## config.mk

```make
export PLATFORM = sky130hd
export DESIGN_NAME = lru_key_value_cache_flat
export DESIGN_NICKNAME = d
export VERILOG_FILES = /design/src/lkv_pkg.sv /design/src/lkv_if.sv /design/src/lru_key_value_cache.sv /design/src/lkv_ram.sv /design/src/lkv_cmp_unit.sv /design/src/flat_wrapper.sv
export SDC_FILE = /design/constraint.sdc
export NUM_CORES = 1
export LEC_CHECK = 0
export BUFFER_PORTS_ARGS = -buffer_cell sky130_fd_sc_hd__buf_2
export CAP_MARGIN = 10
export CELL_PAD_IN_SITES_DETAIL_PLACEMENT = 1
export CELL_PAD_IN_SITES_GLOBAL_PLACEMENT = 1
export CORE_MARGIN = 2
export CORE_UTILIZATION = 50
export CTS_BUF_LIST = sky130_fd_sc_hd__clkbuf_4 sky130_fd_sc_hd__clkbuf_8 sky130_fd_sc_hd__clkbuf_16
export CTS_CLUSTER_DIAMETER = 100
export DETAILED_ROUTE_END_ITERATION = 12
export GPL_TIMING_DRIVEN = 0
export PLACE_DENSITY = 0.77
export SETUP_SLACK_MARGIN = 0.1
export SYNTH_ARGS = -nofsm -noshare
export SYNTH_HDL_FRONTEND = slang
export SYNTH_SLANG_ARGS = --single-unit
```

## constraint.sdc

```tcl
create_clock -name i_clk -period 5.3 [get_ports i_clk]
set_input_delay 0 -clock i_clk [delete_from_list [all_inputs] [get_ports i_clk]]
set_output_delay 0 -clock i_clk [all_outputs]
set_load 0.01 [all_outputs]
```

## src/lkv_pkg.sv

```systemverilog
// ----------------------------------------------------------------------------
// lkv_pkg
// Shared types and constants for the LRU key-value cache: field widths,
// request codes and the control/result structs of the entry compare unit.
// ----------------------------------------------------------------------------
package lkv_pkg;

    // Default number of cache entries
    localparam int ENTRIES_DEF = 16;

    // Request and result field widths
    localparam int KEY_W   = 16;
    localparam int VALUE_W = 32;
    localparam int CAP_W   = 5;

    // Capacity register reset value
    localparam logic [CAP_W-1:0] CAP_RESET = 5'd16;

    // Request type codes
    localparam logic REQ_GET = 1'b0;
    localparam logic REQ_PUT = 1'b1;

    // Result returned by a get that misses; a put always returns zero
    localparam logic signed [VALUE_W-1:0] MISS_VALUE = -32'sd1;
    localparam logic signed [VALUE_W-1:0] PUT_VALUE  = 32'sd0;

    typedef logic [KEY_W-1:0]          t_key;
    typedef logic signed [VALUE_W-1:0] t_value;

    // Control into the entry compare unit
    typedef struct packed {
        logic ent_valid;   // entry under test holds data
        logic is_target;   // entry under test is the one being touched
        logic inc_all;     // fill: every valid entry ages by one
        logic vic_have;    // a victim candidate has already been seen
    } t_cmp_ctl;

    // Flags out of the entry compare unit
    typedef struct packed {
        logic key_match;   // valid entry with the requested key
        logic age_inc;     // entry moves one rank older
        logic age_older;   // entry is older than the current victim candidate
    } t_cmp_res;

endpackage

```

## src/lkv_if.sv

```systemverilog
// ----------------------------------------------------------------------------
// lkv_if
// Valid/ready channels of the LRU key-value cache: the request channel and
// the response channel.
// ----------------------------------------------------------------------------
interface lkv_req_if;
    import lkv_pkg::*;

    logic   valid;
    logic   ready;
    logic   req_type;
    t_key   key;
    t_value value;

    modport source (output valid, req_type, key, value, input ready);
    modport sink   (input valid, req_type, key, value, output ready);
endinterface

interface lkv_rsp_if;
    import lkv_pkg::*;

    logic   valid;
    logic   ready;
    logic   hit;
    t_value read_value;

    modport source (output valid, hit, read_value, input ready);
    modport sink   (input valid, hit, read_value, output ready);
endinterface

```

## src/lru_key_value_cache.sv

```systemverilog
// ----------------------------------------------------------------------------
// lru_key_value_cache
// Fully associative key-value cache with least-recently-used replacement.
// ----------------------------------------------------------------------------
// Usage:
//   i_req carries one request (req_type get/put, key, value) under valid/ready;
//   o_rsp returns exactly one response per request (hit, read_value).
//   i_cfg_we / i_cfg_wdata write the capacity register (zero acts as one,
//   values above ENTRIES act as ENTRIES); write it only while idle.
// Timing:
//   A request walks the tag memory one entry per cycle through its single
//   read port: a scan pass (key match, free slot, oldest entry), a decide
//   cycle, a rank-update pass and a response cycle; a get miss skips the
//   update pass. One request is in flight at a time; ready is high only
//   while idle and out of reset, so a new request is accepted only once
//   the previous one has left the response cycle.
// Reset clears all valid bits, the fill count and the response register and
// sets capacity to 16; key, value and rank memories need no clearing.
// A stalled receiver holds the response; the next request is still accepted
// and its response waits in the response cycle until the register frees.
// ----------------------------------------------------------------------------
module lru_key_value_cache #(
    parameter int ENTRIES = lkv_pkg::ENTRIES_DEF
) (
    input  logic                      i_clk,
    input  logic                      i_rst_n,
    lkv_req_if.sink                   i_req,
    lkv_rsp_if.source                 o_rsp,
    input  logic                      i_cfg_we,
    input  logic [lkv_pkg::CAP_W-1:0] i_cfg_wdata
);
    import lkv_pkg::*;

    localparam int IDX_W = (ENTRIES > 1) ? $clog2(ENTRIES) : 1;
    localparam int CNT_W = $clog2(ENTRIES + 1);
    localparam int AGE_W = IDX_W;
    localparam int TAG_W = KEY_W + AGE_W;
    localparam int CMP_W = (CNT_W > CAP_W) ? CNT_W : CAP_W;

    // sequencer states
    localparam logic [2:0] S_IDLE   = 3'd0;
    localparam logic [2:0] S_SCAN   = 3'd1;
    localparam logic [2:0] S_DECIDE = 3'd2;
    localparam logic [2:0] S_UPDATE = 3'd3;
    localparam logic [2:0] S_RESP   = 3'd4;

    // request outcomes
    localparam logic [1:0] M_HIT   = 2'd0;
    localparam logic [1:0] M_MISS  = 2'd1;
    localparam logic [1:0] M_FILL  = 2'd2;
    localparam logic [1:0] M_EVICT = 2'd3;

    logic [2:0]         r_state, n_state;
    logic [CNT_W-1:0]   r_idx;
    logic               r_rd_vld;
    logic [IDX_W-1:0]   r_rd_idx;
    logic [ENTRIES-1:0] r_valid;
    logic [CNT_W-1:0]   r_filled;
    logic [CAP_W-1:0]   r_cap;

    logic               r_put;
    t_key               r_key;
    t_value             r_value;

    logic               r_found;
    logic [IDX_W-1:0]   r_found_slot;
    logic [AGE_W-1:0]   r_found_age;
    logic               r_free_have;
    logic [IDX_W-1:0]   r_free_slot;
    logic               r_vic_have;
    logic [IDX_W-1:0]   r_vic_slot;
    logic [AGE_W-1:0]   r_vic_age;

    logic [IDX_W-1:0]   r_target;
    logic [AGE_W-1:0]   r_thr;
    logic               r_inc_all;
    logic [1:0]         r_mode;

    logic               r_out_valid;
    logic               r_out_hit;
    t_value             r_out_value;

    logic [TAG_W-1:0]   tag_q;
    logic [TAG_W-1:0]   tag_wdata;
    logic               tag_we;
    logic [VALUE_W-1:0] val_q;
    logic               val_we;

    t_key               ent_key;
    logic [AGE_W-1:0]   ent_age;
    logic [AGE_W-1:0]   next_age;
    t_cmp_ctl           cmp_ctl;
    t_cmp_res           cmp_res;

    logic               pass_end;
    logic               req_acc;
    logic [CAP_W-1:0]   cap_eff;
    logic               room;
    logic [1:0]         d_mode;
    logic [IDX_W-1:0]   d_target;
    logic [AGE_W-1:0]   d_thr;

    assign req_acc     = i_req.valid && i_req.ready;
    assign i_req.ready = (r_state == S_IDLE) && i_rst_n;
    assign pass_end    = (r_idx == CNT_W'(ENTRIES)) && r_rd_vld;

    assign o_rsp.valid      = r_out_valid;
    assign o_rsp.hit        = r_out_hit;
    assign o_rsp.read_value = r_out_value;

    // key and recency rank per entry
    lkv_ram #(
        .WIDTH (TAG_W),
        .DEPTH (ENTRIES),
        .AW    (IDX_W)
    ) u_tag_ram (
        .i_clk   (i_clk),
        .i_we    (tag_we),
        .i_waddr (r_rd_idx),
        .i_wdata (tag_wdata),
        .i_raddr (r_idx[IDX_W-1:0]),
        .o_rdata (tag_q)
    );

    // stored values
    lkv_ram #(
        .WIDTH (VALUE_W),
        .DEPTH (ENTRIES),
        .AW    (IDX_W)
    ) u_val_ram (
        .i_clk   (i_clk),
        .i_we    (val_we),
        .i_waddr (d_target),
        .i_wdata (r_value),
        .i_raddr (r_target),
        .o_rdata (val_q)
    );

    assign ent_key = tag_q[TAG_W-1:AGE_W];
    assign ent_age = tag_q[AGE_W-1:0];

    always_comb begin
        cmp_ctl.ent_valid = r_valid[r_rd_idx];
        cmp_ctl.is_target = (r_rd_idx == r_target);
        cmp_ctl.inc_all   = r_inc_all;
        cmp_ctl.vic_have  = r_vic_have;
    end

    lkv_cmp_unit #(
        .AGE_W (AGE_W)
    ) u_cmp (
        .i_ctl      (cmp_ctl),
        .i_req_key  (r_key),
        .i_ent_key  (ent_key),
        .i_ent_age  (ent_age),
        .i_thr      (r_thr),
        .i_vic_age  (r_vic_age),
        .o_res      (cmp_res),
        .o_next_age (next_age)
    );

    // outcome of the scan pass
    always_comb begin
        cap_eff = (r_cap == '0) ? CAP_W'(1) : r_cap;
        room    = (CMP_W'(r_filled) < CMP_W'(cap_eff)) &&
                  (r_filled < CNT_W'(ENTRIES)) && r_free_have;
        if (r_found) begin
            d_mode   = M_HIT;
            d_target = r_found_slot;
            d_thr    = r_found_age;
        end else if (r_put != REQ_PUT) begin
            d_mode   = M_MISS;
            d_target = r_found_slot;
            d_thr    = r_found_age;
        end else if (room) begin
            d_mode   = M_FILL;
            d_target = r_free_slot;
            d_thr    = r_vic_age;
        end else begin
            d_mode   = M_EVICT;
            d_target = r_vic_slot;
            d_thr    = r_vic_age;
        end
    end

    // memory writes: value at decide, ranks during the update pass
    assign val_we    = (r_state == S_DECIDE) && (r_put == REQ_PUT) && (d_mode != M_MISS);
    assign tag_we    = (r_state == S_UPDATE) && r_rd_vld &&
                       (cmp_ctl.ent_valid || cmp_ctl.is_target);
    assign tag_wdata = {(cmp_ctl.is_target ? r_key : ent_key), next_age};

    // sequencer next state
    always_comb begin
        n_state = r_state;
        case (r_state)
            S_IDLE: begin
                if (req_acc) n_state = S_SCAN;
            end
            S_SCAN: begin
                if (pass_end) n_state = S_DECIDE;
            end
            S_DECIDE: begin
                n_state = (d_mode == M_MISS) ? S_RESP : S_UPDATE;
            end
            S_UPDATE: begin
                if (pass_end) n_state = S_RESP;
            end
            S_RESP: begin
                if (!r_out_valid || o_rsp.ready) n_state = S_IDLE;
            end
            default: begin
                n_state = S_IDLE;
            end
        endcase
    end

    // control registers
    always_ff @(posedge i_clk) begin
        if (!i_rst_n) begin
            r_state     <= S_IDLE;
            r_idx       <= '0;
            r_rd_vld    <= 1'b0;
            r_valid     <= '0;
            r_filled    <= '0;
            r_cap       <= CAP_RESET;
            r_out_valid <= 1'b0;
            r_found     <= 1'b0;
            r_free_have <= 1'b0;
            r_vic_have  <= 1'b0;
        end else begin
            r_state <= n_state;
            if (i_cfg_we) begin
                r_cap <= i_cfg_wdata;
            end
            // response register: load when free, clear when taken
            if (r_state == S_RESP && (!r_out_valid || o_rsp.ready)) begin
                r_out_valid <= 1'b1;
            end else if (o_rsp.ready) begin
                r_out_valid <= 1'b0;
            end
            case (r_state)
                S_IDLE: begin
                    r_idx       <= '0;
                    r_rd_vld    <= 1'b0;
                    r_found     <= 1'b0;
                    r_free_have <= 1'b0;
                    r_vic_have  <= 1'b0;
                end
                S_SCAN, S_UPDATE: begin
                    if (r_idx != CNT_W'(ENTRIES)) begin
                        r_idx    <= r_idx + CNT_W'(1);
                        r_rd_vld <= 1'b1;
                    end else begin
                        r_rd_vld <= 1'b0;
                    end
                    // scan bookkeeping
                    if (r_state == S_SCAN && r_rd_vld) begin
                        if (cmp_res.key_match && !r_found) begin
                            r_found <= 1'b1;
                        end
                        if (!cmp_ctl.ent_valid && !r_free_have) begin
                            r_free_have <= 1'b1;
                        end
                        if (cmp_res.age_older) begin
                            r_vic_have <= 1'b1;
                        end
                    end
                    // a fill claims its slot when the update pass ends
                    if (r_state == S_UPDATE && pass_end && r_mode == M_FILL) begin
                        r_valid[r_target] <= 1'b1;
                        r_filled          <= r_filled + CNT_W'(1);
                    end
                end
                S_DECIDE: begin
                    r_idx    <= '0;
                    r_rd_vld <= 1'b0;
                end
                default: begin
                    r_idx <= '0;
                end
            endcase
        end
    end

    // payload registers
    always_ff @(posedge i_clk) begin
        if (req_acc) begin
            r_put   <= i_req.req_type;
            r_key   <= i_req.key;
            r_value <= i_req.value;
        end
        if (r_state == S_SCAN || r_state == S_UPDATE) begin
            if (r_idx != CNT_W'(ENTRIES)) begin
                r_rd_idx <= r_idx[IDX_W-1:0];
            end
        end
        if (r_state == S_SCAN && r_rd_vld) begin
            if (cmp_res.key_match && !r_found) begin
                r_found_slot <= r_rd_idx;
                r_found_age  <= ent_age;
            end
            if (!cmp_ctl.ent_valid && !r_free_have) begin
                r_free_slot <= r_rd_idx;
            end
            if (cmp_res.age_older) begin
                r_vic_slot <= r_rd_idx;
                r_vic_age  <= ent_age;
            end
        end
        if (r_state == S_DECIDE) begin
            r_target  <= d_target;
            r_thr     <= d_thr;
            r_inc_all <= (d_mode == M_FILL);
            r_mode    <= d_mode;
        end
        if (r_state == S_RESP && (!r_out_valid || o_rsp.ready)) begin
            r_out_hit <= (r_mode == M_HIT);
            if (r_put == REQ_PUT) begin
                r_out_value <= PUT_VALUE;
            end else if (r_mode == M_HIT) begin
                r_out_value <= val_q;
            end else begin
                r_out_value <= MISS_VALUE;
            end
        end
    end

    // fill count tracks the valid bits
    a_fill_count: assert property (@(posedge i_clk) disable iff (!i_rst_n)
        r_filled == CNT_W'($countones(r_valid)))
        else $error("fill count differs from number of valid entries");

    // an accepted request starts a fresh scan from entry zero
    a_scan_start: assert property (@(posedge i_clk) disable iff (!i_rst_n)
        req_acc |=> (r_state == S_SCAN) && (r_idx == '0) && !i_req.ready)
        else $error("request accepted without starting a scan");

    // a response is loaded only after a request went through the sequencer
    a_resp_load: assert property (@(posedge i_clk) disable iff (!i_rst_n)
        $rose(r_out_valid) |-> $past(r_state) == S_RESP)
        else $error("response raised outside the response cycle");

endmodule

```

## src/lkv_ram.sv

```systemverilog
// ----------------------------------------------------------------------------
// lkv_ram
// Simple dual-port RAM: one write port, one read port with registered data.
// ----------------------------------------------------------------------------
module lkv_ram #(
    parameter int WIDTH = 8,
    parameter int DEPTH = 16,
    parameter int AW    = (DEPTH > 1) ? $clog2(DEPTH) : 1
) (
    input  logic             i_clk,
    input  logic             i_we,
    input  logic [AW-1:0]    i_waddr,
    input  logic [WIDTH-1:0] i_wdata,
    input  logic [AW-1:0]    i_raddr,
    output logic [WIDTH-1:0] o_rdata
);

    logic [WIDTH-1:0] r_mem [DEPTH];
    logic [WIDTH-1:0] r_rdata;

    // write port and registered read port
    always_ff @(posedge i_clk) begin
        if (i_we) begin
            r_mem[i_waddr] <= i_wdata;
        end
        r_rdata <= r_mem[i_raddr];
    end

    assign o_rdata = r_rdata;

endmodule

```

## src/lkv_cmp_unit.sv

```systemverilog
// ----------------------------------------------------------------------------
// lkv_cmp_unit
// Shared entry compare unit: key match, victim age compare and the recency
// rank update for the one entry read from the tag memory each cycle.
// ----------------------------------------------------------------------------
module lkv_cmp_unit #(
    parameter int AGE_W = 4
) (
    input  lkv_pkg::t_cmp_ctl i_ctl,
    input  lkv_pkg::t_key     i_req_key,
    input  lkv_pkg::t_key     i_ent_key,
    input  logic [AGE_W-1:0]  i_ent_age,
    input  logic [AGE_W-1:0]  i_thr,
    input  logic [AGE_W-1:0]  i_vic_age,
    output lkv_pkg::t_cmp_res o_res,
    output logic [AGE_W-1:0]  o_next_age
);
    import lkv_pkg::*;

    // compares against the entry under test
    always_comb begin
        o_res.key_match = i_ctl.ent_valid && (i_ent_key == i_req_key);
        o_res.age_inc   = i_ctl.ent_valid && !i_ctl.is_target &&
                          (i_ctl.inc_all || (i_ent_age < i_thr));
        o_res.age_older = i_ctl.ent_valid &&
                          (!i_ctl.vic_have || (i_ent_age > i_vic_age));
    end

    // touched entry becomes most recent, younger ones step back one rank (on a fill, every valid entry)
    always_comb begin
        if (i_ctl.is_target) begin
            o_next_age = '0;
        end else if (o_res.age_inc) begin
            o_next_age = i_ent_age + AGE_W'(1);
        end else begin
            o_next_age = i_ent_age;
        end
    end

endmodule
```

## src/flat_wrapper.sv

```systemverilog
// flat-port wrapper written by rule: the top's interface ports become plain ports
module lru_key_value_cache_flat import lkv_pkg::*;
#(
    parameter int ENTRIES = lkv_pkg::ENTRIES_DEF
)
  (i_clk, i_rst_n, i_cfg_we, i_cfg_wdata, i_req_valid, i_req_req_type, i_req_key, i_req_value, i_req_ready, o_rsp_valid, o_rsp_hit, o_rsp_read_value, o_rsp_ready);
  lkv_req_if i_req_i ();
  lkv_rsp_if o_rsp_i ();
  input  logic i_clk;
  input  logic i_rst_n;
  input  logic i_cfg_we;
  input  logic [lkv_pkg::CAP_W-1:0] i_cfg_wdata;
  input wire logic [$bits(i_req_i.valid)-1:0] i_req_valid;
  input wire logic [$bits(i_req_i.req_type)-1:0] i_req_req_type;
  input wire logic [$bits(i_req_i.key)-1:0] i_req_key;
  input wire logic [$bits(i_req_i.value)-1:0] i_req_value;
  output wire logic [$bits(i_req_i.ready)-1:0] i_req_ready;
  output wire logic [$bits(o_rsp_i.valid)-1:0] o_rsp_valid;
  output wire logic [$bits(o_rsp_i.hit)-1:0] o_rsp_hit;
  output wire logic [$bits(o_rsp_i.read_value)-1:0] o_rsp_read_value;
  input wire logic [$bits(o_rsp_i.ready)-1:0] o_rsp_ready;
  assign i_req_i.valid = i_req_valid;
  assign i_req_i.req_type = i_req_req_type;
  assign i_req_i.key = i_req_key;
  assign i_req_i.value = i_req_value;
  assign i_req_ready = i_req_i.ready;
  assign o_rsp_valid = o_rsp_i.valid;
  assign o_rsp_hit = o_rsp_i.hit;
  assign o_rsp_read_value = o_rsp_i.read_value;
  assign o_rsp_i.ready = o_rsp_ready;
  lru_key_value_cache #(.ENTRIES(ENTRIES)) u_core (.i_clk(i_clk), .i_rst_n(i_rst_n), .i_req(i_req_i), .o_rsp(o_rsp_i), .i_cfg_we(i_cfg_we), .i_cfg_wdata(i_cfg_wdata));
endmodule
```

-- Word level (Yosys, flattened, before mapping)
Memory sizes are Yosys's and may differ from the RTL's. A register that Yosys moved wholly into a read port is not among the register bits.
Cells that the tools add are included.
- register bits after elaboration: 156
- memory bits (writable): 832
- input bits: 59
- memories: 2
- memory list (memory ; depth ; width ; rd ports ; clocked after memory_dff ; wr ports ; RTL line ; RTL):
    u_core.u_val_ram.r_mem ; 16 ; 32 ; 1 ; 1 ; 1 ; lkv_ram.sv:18 ; logic [WIDTH-1:0] r_mem [DEPTH];
    u_core.u_tag_ram.r_mem ; 16 ; 20 ; 1 ; 1 ; 1 ; lkv_ram.sv:18 ;
- add/subtract/negate cells: 3
- $lt $le $gt $ge: 7
- eq/ne operators: 20
- muxes and demuxes: 40
- bitwise gates (word level): 1
- reduce and logical (&&, ||, !) cells: 49
- operators by type and width (operator ; count):
    $mux 32 ; 1
    $mux 4 ; 7
    $logic_and 1x1->1 ; 20
    $eq 16x16->1 ; 1
    $mux 1 ; 16
    $mux 16 ; 1
    $ne 2x1->1 const B ; 8
    $or 16x16->16 ; 1
    $mux 3 ; 5
    $pmux 3 s5 ; 1
    $reduce_and 2->1 ; 6
    $add 5x1->5 const B ; 2
    $lt 4x5->1 const B ; 2
    $reduce_and 3->1 ; 3
    $pmux 1 s2 ; 4
    $eq 3x2->1 const B ; 2
    $logic_not 1->1 ; 6
    $reduce_bool 2->1 ; 3
    $eq 5x5->1 const B ; 1
    $logic_not 5->1 ; 1
    $logic_or 1x1->1 ; 5
    $lt 5x5->1 ; 1
    $lt 5x5->1 const B ; 1
    $mux 5 ; 1
    other kinds (18) ; 21

-- Depth between registers and ports, before layout
Gate-level depths: netlist of run 1.
- depth after elaboration: 12
- depth in mapped cells: 11

-- Modules after synthesis
Synthesis of run 1 repeated with hierarchy kept, for this count alone.
- cells, all modules: 1900
- area, all modules: 39075.0 um2
- by module, submodules not included (module ; times used ; cells each ; area an instance (um2) ; seq. area each (um2)):
    lkv_ram at u_core.u_val_ram ; 1 ; 838 ; 19835.3 ; 16015.4
    lkv_ram at u_core.u_tag_ram ; 1 ; 533 ; 12530.8 ; 10009.6
    lru_key_value_cache ; 1 ; 461 ; 6187.2 ; 4294.1
    lkv_cmp_unit ; 1 ; 68 ; 521.8 ; 0.0

-- Least setup slack after synthesis of run 1
No wires, ideal clock.
- kind: flip-flop to flip-flop
- start: register u_core.r_state[1]
- end: memory u_core.u_val_ram.r_mem[13][0] in the netlist's numbering, enable pin
- library setup time: 0.461 ns
- data arrival time: 4.564 ns
- data required time: 4.839 ns
- setup slack: 0.275 ns
- cell stages (with the launch flop): 7
- path buffers: 1
- period minus slack after synthesis: 5.025 ns
- path through: dfxtp_1 clkbuf_1 nor3b_1 and2_1 o211a_1 or3b_4 nor3_1
- word-level cells in the longest chain between the ends: 5
- ends and longest elaborated chain (item ; RTL line ; RTL):
    from (decl) ; lru_key_value_cache.sv:53 ; logic [2:0] r_state, n_state;
    from (signal assigned) ; lru_key_value_cache.sv:231 ; r_state <= n_state;
    $eq 3x2->1 ; lru_key_value_cache.sv:187 ; assign val_we = (r_state == S_DECIDE) && (r_put == REQ_PUT) && (d_mode != M_MISS);
    $logic_and 1x1->1 (2 in series) ; lru_key_value_cache.sv:187 ;
    $mux 1 ; lkv_ram.sv:23 ; if (i_we) begin
    $mux 1 (not written as such) ; lkv_ram.sv:24 ; r_mem[i_waddr] <= i_wdata;
    to (decl) ; lkv_ram.sv:18 ;
No other way between the ends.

-- Worst setup path in the final report of run 1
- start: register u_core.r_rd_idx[0]
- end: memory u_core.u_tag_ram.r_mem[14][15] in the netlist's numbering, enable pin
- word-level cells in the longest chain between the ends: 6
- ends and longest elaborated chain (item ; RTL line ; RTL):
    from (decl) ; lru_key_value_cache.sv:56 ; logic [IDX_W-1:0] r_rd_idx;
    from (signal assigned) ; lru_key_value_cache.sv:294 ; r_rd_idx <= r_idx[IDX_W-1:0];
    $bmux 1 s4 ; lru_key_value_cache.sv:143 ; cmp_ctl.ent_valid = r_valid[r_rd_idx];
    $mux 1 (not written as such) ; lru_key_value_cache.sv:143 ;
    $logic_or 1x1->1 ; lru_key_value_cache.sv:189 ; (cmp_ctl.ent_valid || cmp_ctl.is_target);
    $logic_and 1x1->1 ; lru_key_value_cache.sv:188 ; assign tag_we = (r_state == S_UPDATE) && r_rd_vld &&
    $mux 1 ; lkv_ram.sv:23 ;
    $mux 1 (not written as such) ; lkv_ram.sv:24 ;
    to (decl) ; lkv_ram.sv:18 ;
Several ways; a longest one is shown, not always the timed one. The select of a mux whose other input is x is not followed.

==> metrics.md, run 1 <==
| Metric | Value |
|---|---|
| Synth Flop Type | `edfxtp_1` |
| FF-to-FF path depth | `10` |
| Crit path launch type | `flip-flop` |
| Core area | `0.0773 mm2` |
| Crit path kind | `flip-flop to flip-flop` |
| Synth Area in XOR/XNOR | `0.673%` |
| Share of cells above drive strength 1 | `31.9%` |
| Final Cell Area | `0.0466 mm2` |
| Run status | `complete, no violations` |
| Fmax | `0.234 GHz` |
| Mux share of post-synthesis cell area | `15.5%` |
| Seq/Total Area, Yosys | `between 70% and 80%` |
| Async S/R FF share, synth | `0%` |
| Period minus WS final | `4.28 ns` |
| Post-Synth Simple-Gate Area | `3.41%` |
| R2R Setup Slk | `1.02 ns` |
| Adder-Cell Fraction of Synth Area | `0.481%` |
| RSZ-0062 raised after global routing | `no` |
| Pin count of the biggest net entering global routing | `34` |
| Worst Hold Path EP | `u_core.r_value[19]` |
| Final Max Tran Viols | `0` |
| Max stage delay on crit path | `0.73 ns` |
| Initial detailed-routing violation count | `2316` |
| Finish-stage setup viols | `0` |
| Setup crit end kind | `flip-flop` |
| TritonCTS clock tree | `done` |
| Gates resized, CTS repair | `0` |
| CTS root buf | `clkbuf_16` |
| Max Fanout on Critical Path | `10` |
| CP dominant cell by count | `buf_4` |
| Residual DRC | `0` |
| Synth Cell Area | `0.0390 mm2` |
| Placed cell area | `approximately 0.042 mm2` |
| Via count | `20500` |
| Worst Clk Skew | `approximately 0.057 ns` |
| Vias in the first global route | `22700` |
| Number of synthesized flops with an enable pin | `949` |
| P per Cell Area | `365 mW/mm2` |
| Drt first pass iters | `5` |
| Post-detailed-route wirelength per cell | `31.4 um` |
| Final ANT Viol Nets | `0` |
| Leakage | `between 15 and 20 nW` |
| Worst path required time | `5.70 ns` |
| Slowest cell on the critical path | `nor4_2` |
| Worst R2R Start | `u_core.r_rd_idx[0]` |
| Worst vdd ir | `0.310 mV` |
| Post-CTS Setup Inserts | `0` |
| Cts bufs inserted | `103` |
| Final worst-path cycle share | `80.8%` |
| Worst-path cell chain | `buf_4 -> mux4_2 -> mux2i_1 -> mux2i_1 -> nor2_1 -> clkbuf_1 -> nor4_2 -> buf_4 -> buf_4 -> buf_4` |
| Clock slew at reported path FFs | `about 0.060 ns` |
| Final TNS setup | `0 ns` |
| I/O Buffers | `between 90 and 100` |
| Routability cong. | `0.782` |
| Filler instances | `6526` |
| Avg Cell Area, Syn | `21.5 um2` |
| Htree depth | `3` |
| Cell count after synthesis | `1812` |
| Routed WL | `roughly 110 mm` |
| Die Area | `around 0.080 mm2` |
| GRT Total Usage | `26.5%` |
| First-pass GRT wire length | `155 mm` |
| Antenna diodes | `0` |
| YS warnings | `0` |
| Relative slew margins | `around 18%` |
| WP data arrival | `~4.7 ns` |
| Initial antenna violation count | `0` |
| Gr ovfl total | `0` |
| Hold Violations, Final | `0` |
| Hold path startpoint | `i_req_value[19]` |
| Post-DP HPWL | `66.8 mm` |
| Skew-Pair Late Insertion Delay | `approximately 0.7 ns` |
| Rows | `102` |
| Clock sink count | `approximately 1000` |
| Via/cell ratio | `between 6 and 7` |
| Starting density of the core | `50.5%` |
| Yosys cell types | `56` |
| Main combinational cell family by area after synthesis | `multiplexers` |
| Clock buffer depth | `3` |
| Compound-gate portion of the synthesized area | `about 1.1%` |
| Worst-margin pin slew | `1.22 ns` |
| Die Ht | `283 um` |
| Yosys reg bits | `around 1000` |
| Syn-to-layout area delta | `19.4%` |
| Ports | `between 90 and 100` |
| Die Wd | `283 um` |
| Hold/Removal Path Class | `input port to flip-flop` |
| Maxcap violations | `0` |
| Synthesized Nets | `between 1500 and 2000` |
| Hold_buf cts | `72` |
| Nets | `2287` |
| R2r endpoint | `u_core.u_tag_ram.r_mem[14][15]` |
| Hold Crit Depth | `2` |
## cell families (layout without fill, tap and decap cells)
group	after synthesis	count (layout)
buffers and inverters	114	605
adders and majority gates	15	15
muxes	275	275
and+or+nand+nor	277	277
AOI/OAI and AO/OA	61	61
xor gates and xnor gates	30	30
DFF	1040	1040
## worst max-delay path by stage
stage | startpoint | to | slack, ns | depth (start not counted)
after global placement | u_core.r_state[1] | u_core.u_val_ram.r_mem[7][13] | -3.23 | 6
final | u_core.r_rd_idx[0] | u_core.u_tag_ram.r_mem[14][15] | 1.02 | 10
after global routing | u_core.r_rd_idx[0] | u_core.u_tag_ram.r_mem[14][5] | 0.86 | 10
after floorplan | u_core.r_state[1] | u_core.u_val_ram.r_mem[13][0] | 0.28 | 6
after CTS | u_core.r_rd_idx[0] | u_core.u_tag_ram.r_mem[14][15] | 1.01 | 10
after detailed placement | u_core.r_rd_idx[0] | u_core.u_tag_ram.r_mem[14][5] | 1.07 | 10
## layer usage
layer,global-route usage (%),up-vias,routed length (um)
met2,47.2,1032,56100
li1,-,8237,-
met5,0,-,0
met4,10.2,0,3610
met3,4.22,235,6920
met1,32.7,11000,38400
## final cells by class
class	instances	area (um2)	share of cell area (%)
multi-input combinational	658	8480	18.2
timing repair buffer	296	2490	5.34
clock inverter	60	703	1.51
inverter	26	97.6	0.209
tap	1040	1300	2.79
clock buffer	135	2890	6.19
buffer	88	347	0.743
sequential	1040	30300	65.0
## where the power goes
group	total (mW)	internal [mW]	switching, mW
combinational	0.347	0.148	0.199
clock	7.66	4.42	3.24
sequential	9.02	8.96	0.0642
## registers in the layout, summed over array words and instances (netlist names), 5 cells and up
register,cells
u_core.r_cap,5
u_core.u_val_ram.o_rdata,32
u_core.r_valid,16
u_core.r_key,16
u_core.u_tag_ram.o_rdata,20
u_core.u_tag_ram.r_mem,320
u_core.r_value,32
u_core.o_rsp.read_value,32
u_core.u_val_ram.r_mem,512
u_core.r_filled,5
u_core.r_idx,5
## Yosys cell counts (2+ instances only)
| cell | instances | area (um2) |
|---|---|---|
| and3_1 | 4 | 25.0 |
| buf_1 | 26 | 97.6 |
| and2_1 | 9 | 56.3 |
| nand4_1 | 8 | 50.1 |
| edfxtp_1 | 949 | 28500 |
| inv_1 | 20 | 75.1 |
| nor2b_1 | 10 | 62.6 |
| clkinv_1 | 2 | 7.51 |
| a21o_1 | 2 | 15.0 |
| xor2_1 | 3 | 26.3 |
| or4_4 | 2 | 22.5 |
| nor4bb_1 | 3 | 30.0 |
| a21oi_1 | 11 | 55.1 |
| ha_1 | 15 | 188 |
| mux2i_1 | 11 | 110 |
| mux4_2 | 264 | 5950 |
| buf_2 | 3 | 15.0 |
| nor3_1 | 25 | 125 |
| nand2_1 | 70 | 263 |
| nand3_1 | 5 | 25.0 |
| nor2_1 | 95 | 357 |
| o22ai_1 | 2 | 12.5 |
| nor3b_1 | 4 | 30.0 |
| o21ai_0 | 10 | 50.1 |
| nor4_1 | 17 | 106 |
| o21a_1 | 14 | 105 |
| clkbuf_1 | 56 | 210 |
| a211oi_2 | 3 | 37.5 |
| xnor2_1 | 27 | 236 |
| inv_2 | 4 | 15.0 |
| nand2b_1 | 11 | 68.8 |
| or2_2 | 4 | 25.0 |
| a31oi_1 | 2 | 12.5 |
| a211oi_1 | 6 | 45.0 |
| dfxtp_1 | 91 | 1820 |
| nand3b_1 | 4 | 30.0 |
## cells in the final DEF, fill, tap and decap left out, types with 10 or more instances in the layout
cell	instances
mux2i_1	11
nand2b_1	11
o21a_1	14
buf_1	26
inv_1	20
xnor2_1	27
dlygate4sd3_1	72
ha_1	15
buf_4	63
clkinv_2	26
edfxtp_1	949
mux4_2	264
clkbuf_16	104
nor4_2	16
buf_6	61
a21oi_1	11
nor3_2	16
nand2_1	70
clkinv_1	14
clkbuf_1	56
clkbuf_4	23
nor2b_1	10
bufinv_16	11
buf_2	96
nor2_1	95
dfxtp_1	91
## through the flow
step	utilization [%]	hold WS, ns	setup slack (ns)	instances	power [mW]
finish	60.3	0.0217	1.02	3343	17.0
global route	60.3	0.0160	0.856	3343	17.4
CTS	60.2	0.0000994	1.01	3337	17.1
detailed placement	54.6	0.178	1.07	3070	9.48
global placement	52.8	0.176	-3.23	2944	9.45
floorplan	-	0.0989	0.275	1812	9.34
## critical path: cells and delay by family (launching register included)
kind                   cells  cell delay [ns]
multiplexers               3             1.11
buffers and inverters      5             1.32
AND/OR/NAND/NOR            2             1.10
flip-flops                 1             0.47
(Power assumes the default switching activity.)
==> run 2, diff against run 1 <==
--- a/config.mk
+++ b/config.mk
@@ -10,12 +10,12 @@
 export CELL_PAD_IN_SITES_DETAIL_PLACEMENT = 1
 export CELL_PAD_IN_SITES_GLOBAL_PLACEMENT = 1
 export CORE_MARGIN = 2
-export CORE_UTILIZATION = 50
+export CORE_UTILIZATION = 55
 export CTS_BUF_LIST = sky130_fd_sc_hd__clkbuf_4 sky130_fd_sc_hd__clkbuf_8 sky130_fd_sc_hd__clkbuf_16
 export CTS_CLUSTER_DIAMETER = 100
 export DETAILED_ROUTE_END_ITERATION = 12
 export GPL_TIMING_DRIVEN = 0
-export PLACE_DENSITY = 0.77
+export PLACE_DENSITY = 0.8
 export SETUP_SLACK_MARGIN = 0.1
 export SYNTH_ARGS = -nofsm -noshare
 export SYNTH_HDL_FRONTEND = slang
==> constraint.sdc (replaced) <==
create_clock -name i_clk -period 3.98 [get_ports i_clk]
set_input_delay 0 -clock i_clk [delete_from_list [all_inputs] [get_ports i_clk]]
set_output_delay 0 -clock i_clk [all_outputs]
set_load 0.01 [all_outputs]
==> metrics.md, run 2 (synthesis results as in run 1) <==
| Metric | Value |
|---|---|
| Fmax | `0.255 GHz (was 0.234 GHz)` |
| Total power | `22.4 mW (was 17.0 mW)` |
| Clock share of power | `44.1% (was 45.0%)` |
| Rows | `97 (was 102)` |
| Post-detailed-route wirelength per cell | `36.0 um (was 31.4 um)` |
| GRT Total Usage | `32.0% (was 26.5%)` |
| Worst Hold Margin | `0.0318 ns (was 0.0217 ns)` |
| Worst path required time | `4.37 ns (was 5.70 ns)` |
| Busiest grt layer | `met2 (unchanged)` |
| Final ANT Viol Nets | `0 (unchanged)` |
| Initial detailed-routing violation count | `2695 (was 2316)` |
| Switch Pwr | `4.75 mW (was 3.50 mW)` |
| Nets | `2254 (was 2287)` |
| Hold Violations, Final | `0 (unchanged)` |
| Finish-stage setup viols | `0 (unchanged)` |
| Worst R2R Start | `u_core.r_cap[1] (was u_core.r_rd_idx[0])` |
| Worst-margin pin slew | `1.30 ns (was 1.22 ns)` |
| Hold path startpoint | `i_req_value[10] (was i_req_value[19])` |
| Routed WL | `116 mm (was 105 mm)` |
| WP data arrival | `4.31 ns (was 4.68 ns)` |
| Clock slew at reported path FFs | `0.07 ns (was 0.06 ns)` |
| Relative slew margins | `13.2% (was 18.0%)` |
| Final worst-path cycle share | `98.5% (was 80.8%)` |
| Die Wd | `270 um (was 283 um)` |
| CTS root buf | `clkbuf_16 (unchanged)` |
| Htree depth | `3 (unchanged)` |
| Run status | `complete, no violations (unchanged)` |
| Worst Hold Path EP | `u_core.r_value[10] (was u_core.r_value[19])` |
| R2R Setup Slk | `0.06 ns (was 1.02 ns)` |
| Routability cong. | `0.755 (was 0.782)` |
| Internal power | `17.6 mW (was 13.5 mW)` |
| Residual DRC | `0 (unchanged)` |
| Share of cells above drive strength 1 | `31.1% (was 31.9%)` |
| P per Cell Area | `479 mW/mm2 (was 365 mW/mm2)` |
| Max Fanout on Critical Path | `9 (was 10)` |
| Syn-to-layout area delta | `19.5% (was 19.4%)` |
| Top Registers | `u_core.u_val_ram.r_mem (512), u_core.u_tag_ram.r_mem (320) (unchanged)` |
| Clock buffer depth | `3 (unchanged)` |
| Setup crit end kind | `flip-flop (unchanged)` |
| Die Ht | `270 um (was 283 um)` |
| Cts bufs inserted | `101 (was 103)` |
| Via count | `21100 (was 20500)` |
| Hold Crit Depth | `2 (unchanged)` |
| Logic pwr share | `2.2% (was 2.0%)` |
| Post-DP HPWL | `65.6 mm (was 66.8 mm)` |
| Worst Clk Skew | `0.0407 ns (was 0.0568 ns)` |
| Register name with the most flops | `u_core.u_val_ram.r_mem (unchanged)` |
| Hold/Removal Path Class | `input port to flip-flop (unchanged)` |
| Leakage | `15.3 nW (about the same)` |
| Part of the power in registers | `53.7% (was 53.0%)` |
| Met2 usage | `56.5% (was 47.2%)` |
| Clock sink count | `1040 (unchanged)` |
| Drt first pass iters | `5 (unchanged)` |
| Gr ovfl total | `0 (unchanged)` |
| Vias in the first global route | `22800 (was 22700)` |
| Crit path launch type | `flip-flop (unchanged)` |
| Final Cell Area | `0.0467 mm2 (was 0.0466 mm2)` |
| Most frequent cells in the layout | `edfxtp_1 (949), mux4_2 (264), clkbuf_16 (102), buf_2 (95), nor2_1 (94) (was edfxtp_1 (949), mux4_2 (264), clkbuf_16 (104), buf_2 (96), nor2_1 (95))` |
| FF-to-FF path depth | `12 (was 10)` |
| Skew-Pair Late Insertion Delay | `0.68 ns (was 0.70 ns)` |
| Maxcap violations | `0 (unchanged)` |
| R2r endpoint | `u_core.u_val_ram.r_mem[8][16] (was u_core.u_tag_ram.r_mem[14][15])` |
| Commonest non-fill, non-tap cell in the layout | `edfxtp_1 (unchanged)` |
| M1 GR Usage | `38.8% (was 32.7%)` |
| GR Util met3 | `4.87% (was 4.22%)` |
| Crit path kind | `flip-flop to flip-flop (unchanged)` |
| Placed cell area | `0.0424 mm2 (was 0.0422 mm2)` |
| Post-layout util | `66.5% (was 60.3%)` |
| Core area | `0.0701 mm2 (was 0.0773 mm2)` |
| Sw Share | `21.2% (was 20.6%)` |
| Ports | `94 (unchanged)` |
| Die Area | `0.0731 mm2 (was 0.0803 mm2)` |
| I/O Buffers | `92 (unchanged)` |
| First-pass GRT wire length | `165 mm (was 155 mm)` |
| Initial antenna violation count | `1 (was 0)` |
| Final Max Tran Viols | `0 (unchanged)` |
| TritonCTS clock tree | `done (unchanged)` |
| Largest register FFs | `512 (unchanged)` |
| Antenna diodes | `0 (unchanged)` |
| Starting density of the core | `55.7% (was 50.5%)` |
| Via/cell ratio | `6.59 (was 6.13)` |
| Period minus WS final | `3.92 ns (was 4.28 ns)` |
| RSZ-0062 raised after global routing | `yes (was no)` |
| Worst vdd ir | `0.540 mV (was 0.310 mV)` |
| Pin count of the biggest net entering global routing | `38 (was 34)` |
run 2: changes by cell type in the layout (fill, tap and decap cells not counted), sizes merged, moves of 2 or more:
cell,before,now
bufinv,11,7
clkinv,44,42
buf,255,227
dlygate4sd3,72,69
clkinvlp,5,9
run 2: cell type report:
class / instances / area [um2]
Clock inverter: 57 / 544
Buffer: 88 / 349
Inverter: 26 / 97.6
Clock buffer: 134 / 2830
Fill cell: 5599 / 23500
Sequential cell: 1040 / 30300
Tap cell: 940 / 1180
Timing Repair Buffer: 265 / 2620
Multi-Input combinational cell: 658 / 8720
run 2: worst max-delay path by stage:
stage,start,to
final,u_core.r_cap[1],u_core.u_val_ram.r_mem[8][16]
after global routing,u_core.r_cap[4],u_core.u_val_ram.r_mem[8][10]
after CTS,u_core.r_cap[4],u_core.u_val_ram.r_mem[13][11]
after detailed placement,u_core.r_target[1],u_core.u_tag_ram.r_mem[8][12]
after global placement,u_core.r_state[1],u_core.u_val_ram.r_mem[6][15]
after floorplan,u_core.r_state[1],u_core.u_val_ram.r_mem[10][0]
run 2: per-stage QoR:
stage          std cells  setup slack, ns  TNS (ns)
3_5_place_dp        2931           -0.593    -72.18
5_1_grt             3208          -0.0159    -0.169
3_3_place_gp        2844            -4.50  -2005.92
4_1_cts             3197           0.0993         0
6_report            3208           0.0587         0
2_1_floorplan       1812           -0.879   -254.53
run 2: what timing repair did:
action	4_1_cts	5_1_grt
hold endpoints to repair	100	0
hold buffers	69	0
resized for setup	6	11
setup endpoints to repair	269	150
buffers inserted	6	5
pin swaps	4	5
run 2: critical path: stages (launching register included):
cell and delay, ns:
dfxtp_1 0.38, inv_1 0.06, ha_1 0.32, a21o_1 0.21, a311o_2 0.43, a21o_4 0.25, mux2i_1 0.20, a21o_2 0.20
buf_6 0.22, inv_2 0.23, nor3_2 0.65, buf_6 0.27, buf_6 0.18
run 2: per-layer routing:
metal | wire (um) | vias to the layer above
li1 | - | 8193
met1 | 40200 | 11100
met2 | 61300 | 1460
met3 | 8250 | 342
met4 | 5850 | 0
met5 | 0 | -
run 2: power groups by stage:
stage | sequential [mW] | combinational [mW] | clock, mW
floorplan | 12.2 | 0.237 | 0
detailed placement | 12.2 | 0.394 | 0
CTS | 12.0 | 0.463 | 9.83
finish | 12.0 | 0.488 | 9.86
global route | 12.0 | 0.514 | 10.2
global placement | 12.2 | 0.350 | 0
==> run 3, diff against run 2 <==
--- a/config.mk
+++ b/config.mk
@@ -6,9 +6,10 @@
 export NUM_CORES = 1
 export LEC_CHECK = 0
 export BUFFER_PORTS_ARGS = -buffer_cell sky130_fd_sc_hd__buf_2
-export CAP_MARGIN = 10
+export CAP_MARGIN = 20
 export CELL_PAD_IN_SITES_DETAIL_PLACEMENT = 1
 export CELL_PAD_IN_SITES_GLOBAL_PLACEMENT = 1
+export CORE_ASPECT_RATIO = 1.1
 export CORE_MARGIN = 2
 export CORE_UTILIZATION = 55
 export CTS_BUF_LIST = sky130_fd_sc_hd__clkbuf_4 sky130_fd_sc_hd__clkbuf_8 sky130_fd_sc_hd__clkbuf_16
==> metrics.md, run 3 (synthesis results as in run 1) <==
| Metric | Value |
|---|---|
| Run status | `complete, no violations (unchanged)` |
| CTS root buf | `clkbuf_16 (unchanged)` |
| Ports | `94 (unchanged)` |
| Clock slew at reported path FFs | `0.07 ns (about the same)` |
| Busiest grt layer | `met2 (unchanged)` |
| Max Fanout on Critical Path | `10 (was 9)` |
| Worst Setup Slack, final | `0.105 ns (was 0.0587 ns)` |
| RSZ-0062 raised after global routing | `yes (unchanged)` |
| Met2 usage | `54.3% (was 56.5%)` |
| Initial detailed-routing violation count | `2738 (was 2695)` |
| CP dominant cell by count | `buf_6 (unchanged)` |
| Worst slack at placement | `-0.520 ns (was -0.593 ns)` |
| Hold Violations, Final | `0 (unchanged)` |
| Clock sink count | `1040 (unchanged)` |
| Final ANT Viol Nets | `0 (unchanged)` |
| Starting density of the core | `55.5% (was 55.7%)` |
| Routability cong. | `0.745 (was 0.755)` |
| Maxcap violations | `0 (unchanged)` |
| Core area | `0.0703 mm2 (was 0.0701 mm2)` |
| Finish-stage setup viols | `0 (unchanged)` |
| Residual DRC | `0 (unchanged)` |
| Hold/Removal Path Class | `input port to flip-flop (unchanged)` |
| GRT Total Usage | `30.9% (was 32.0%)` |
| Worst Clk Skew | `0.0428 ns (was 0.0407 ns)` |
| Routed WL | `116 mm (about the same)` |
| Crit path kind | `flip-flop to flip-flop (unchanged)` |
| Setup crit end kind | `flip-flop (unchanged)` |
| Crit path launch type | `flip-flop (unchanged)` |
| Period minus WS final | `3.88 ns (was 3.92 ns)` |
| P per Cell Area | `487 mW/mm2 (was 479 mW/mm2)` |
| Worst Hold Margin | `0.0249 ns (was 0.0318 ns)` |
| Largest register FFs | `512 (unchanged)` |
| Die Wd | `258 um (was 270 um)` |
| Cts bufs inserted | `99 (was 101)` |
| Skew-Pair Late Insertion Delay | `0.69 ns (was 0.68 ns)` |
| Drt first pass iters | `6 (was 5)` |
| First-pass GRT wire length | `161 mm (was 165 mm)` |
| Via/cell ratio | `6.56 (was 6.59)` |
| Pin count of the biggest net entering global routing | `37 (was 38)` |
| Top Registers | `u_core.u_val_ram.r_mem (512), u_core.u_tag_ram.r_mem (320) (unchanged)` |
| Rows | `102 (was 97)` |
| TritonCTS clock tree | `done (unchanged)` |
| Leakage | `15.6 nW (was 15.3 nW)` |
| Filler instances | `5571 (was 5599)` |
| Syn-to-layout area delta | `20.7% (was 19.5%)` |
| Final Cell Area | `0.0471 mm2 (was 0.0467 mm2)` |
| GR Util met3 | `5.05% (was 4.87%)` |
| CP startpoint | `u_core.r_target[1] (was u_core.r_cap[1])` |
| Worst vdd ir | `0.525 mV (was 0.540 mV)` |
| Initial antenna violation count | `4 (was 1)` |
| Most frequent cells in the layout | `edfxtp_1 (949), mux4_2 (264), clkbuf_16 (100), buf_2 (96), nor2_1 (94) (was edfxtp_1 (949), mux4_2 (264), clkbuf_16 (102), buf_2 (95), nor2_1 (94))` |
| Worst R2R Start | `u_core.r_target[1] (was u_core.r_cap[1])` |
| CP bufs+invs | `5 (unchanged)` |
| Nets | `2280 (was 2254)` |
| Worst-path cell chain | `clkbuf_1 -> xnor2_1 -> nand4_1 -> clkinv_1 -> nor2_4 -> clkbuf_2 -> nor4_4 -> buf_6 -> buf_6 (was inv_1 -> ha_1 -> a21o_1 -> a311o_2 -> a21o_4 -> mux2i_1 -> a21o_2 -> buf_6 -> inv_2 -> nor3_2 -> buf_6 -> buf_6)` |
| Worst path required time | `4.34 ns (was 4.37 ns)` |
| Hold path startpoint | `i_req_key[13] (was i_req_value[10])` |
| Slowest cell on the critical path | `nor4_4 (was nor3_2)` |
| Placed cell area | `0.0423 mm2 (was 0.0424 mm2)` |
| Htree depth | `3 (unchanged)` |
| Register name with the most flops | `u_core.u_val_ram.r_mem (unchanged)` |
| Vias in the first global route | `22700 (was 22800)` |
| Antenna diodes | `0 (unchanged)` |
| Total power | `22.9 mW (was 22.4 mW)` |
| Fmax | `0.258 GHz (was 0.255 GHz)` |
| I/O Buffers | `92 (unchanged)` |
| Die Area | `0.0731 mm2 (about the same)` |
| Worst-margin pin slew | `1.19 ns (was 1.30 ns)` |
| Final TNS setup | `0 ns (unchanged)` |
| Die Ht | `283 um (was 270 um)` |
| Final worst-path cycle share | `97.4% (was 98.5%)` |
| Via count | `21200 (was 21100)` |
| Post-DP HPWL | `65.7 mm (was 65.6 mm)` |
| Share of cells above drive strength 1 | `32.0% (was 31.1%)` |
| Relative slew margins | `20.5% (was 13.2%)` |
| Gr ovfl total | `0 (unchanged)` |
| Post-detailed-route wirelength per cell | `36.0 um (about the same)` |
| Final Max Tran Viols | `0 (unchanged)` |
| M1 GR Usage | `38.0% (was 38.8%)` |
| Crit path max-delay family | `buffers and inverters (was compound AO/OA/AOI/OAI gates)` |
| Clock buffer depth | `3 (unchanged)` |
| WP data arrival | `4.23 ns (was 4.31 ns)` |
| Max stage delay on crit path | `0.65 ns (about the same)` |
| Commonest non-fill, non-tap cell in the layout | `edfxtp_1 (unchanged)` |
[run 3: cell count changes in the layout (fill, tap and decap cells not counted), moves of 3 or more]
cell	change
clkinvlp_4	-7
clkbuf_4	-6
buf_4	+14
clkbuf_8	+11
buf_8	-3
clkinv_1	-6
buf_6	+16
bufinv_16	+8
[run 3: final cells by class]
cell class | instances | area [um2] | share of cell area [%]
plain buffers | 88 | 348 | 0.738
clock buffers | 137 | 2890 | 6.13
clock inverters | 50 | 703 | 1.49
inverters | 26 | 97.6 | 0.207
multi-input cells | 658 | 8740 | 18.5
flip-flops and latches | 1040 | 30300 | 64.4
well taps | 936 | 1170 | 2.49
repair buffers | 293 | 2850 | 6.05
[run 3: worst paths after layout]
path	to	cells past startpoint	slack (ns)
hold reg to reg	u_core.r_valid[5]	1	0.47
setup / recovery	u_core.u_tag_ram.r_mem[8][12]	9	0.10
setup reg to reg	u_core.u_tag_ram.r_mem[8][12]	9	0.10
hold / removal	u_core.r_key[13]	2	0.02
[run 3: per-stage QoR]
stage,util [%],std cells
global placement,58.1,2840
detailed placement,60.1,2928
finish,67.0,3228
floorplan,-,1812
CTS,66.3,3191
global route,67.0,3228
[run 3: layer usage]
metal	vias up	share of wire (%)	routed length, um
met5	-	0.023	27
met4	4	5.0	5840
met3	369	7.5	8690
met2	1439	53	61300
met1	11200	35	40300
li1	8209	-	-
[run 3: repair_timing]
item                       CTS  global route
hold endpoints to repair    98             0
hold buffers                70             0
gates resized for setup      5            11
setup buffers                6            18
gates cloned                 0             0
setup endpoints to repair  259           282
pin swaps                    5             9
[run 3: worst register-to-register path, cell delays in order, from the launching register on]
cell      delay (ns)
edfxtp_1        0.35
clkbuf_1        0.54
xnor2_1         0.26
nand4_1         0.29
clkinv_1        0.41
nor2_4          0.17
clkbuf_2        0.40
nor4_4          0.65
buf_6           0.26
buf_6           0.20
[run 3: where the power goes]
part / switching, mW / internal (mW) / leakage (nW)
Sequential: 0.0882 / 11.9 / 9.30
Combinational: 0.289 / 0.205 / 4.46
Clock: 4.35 / 6.08 / 1.79
Total: 4.72 / 18.2 / 15.6
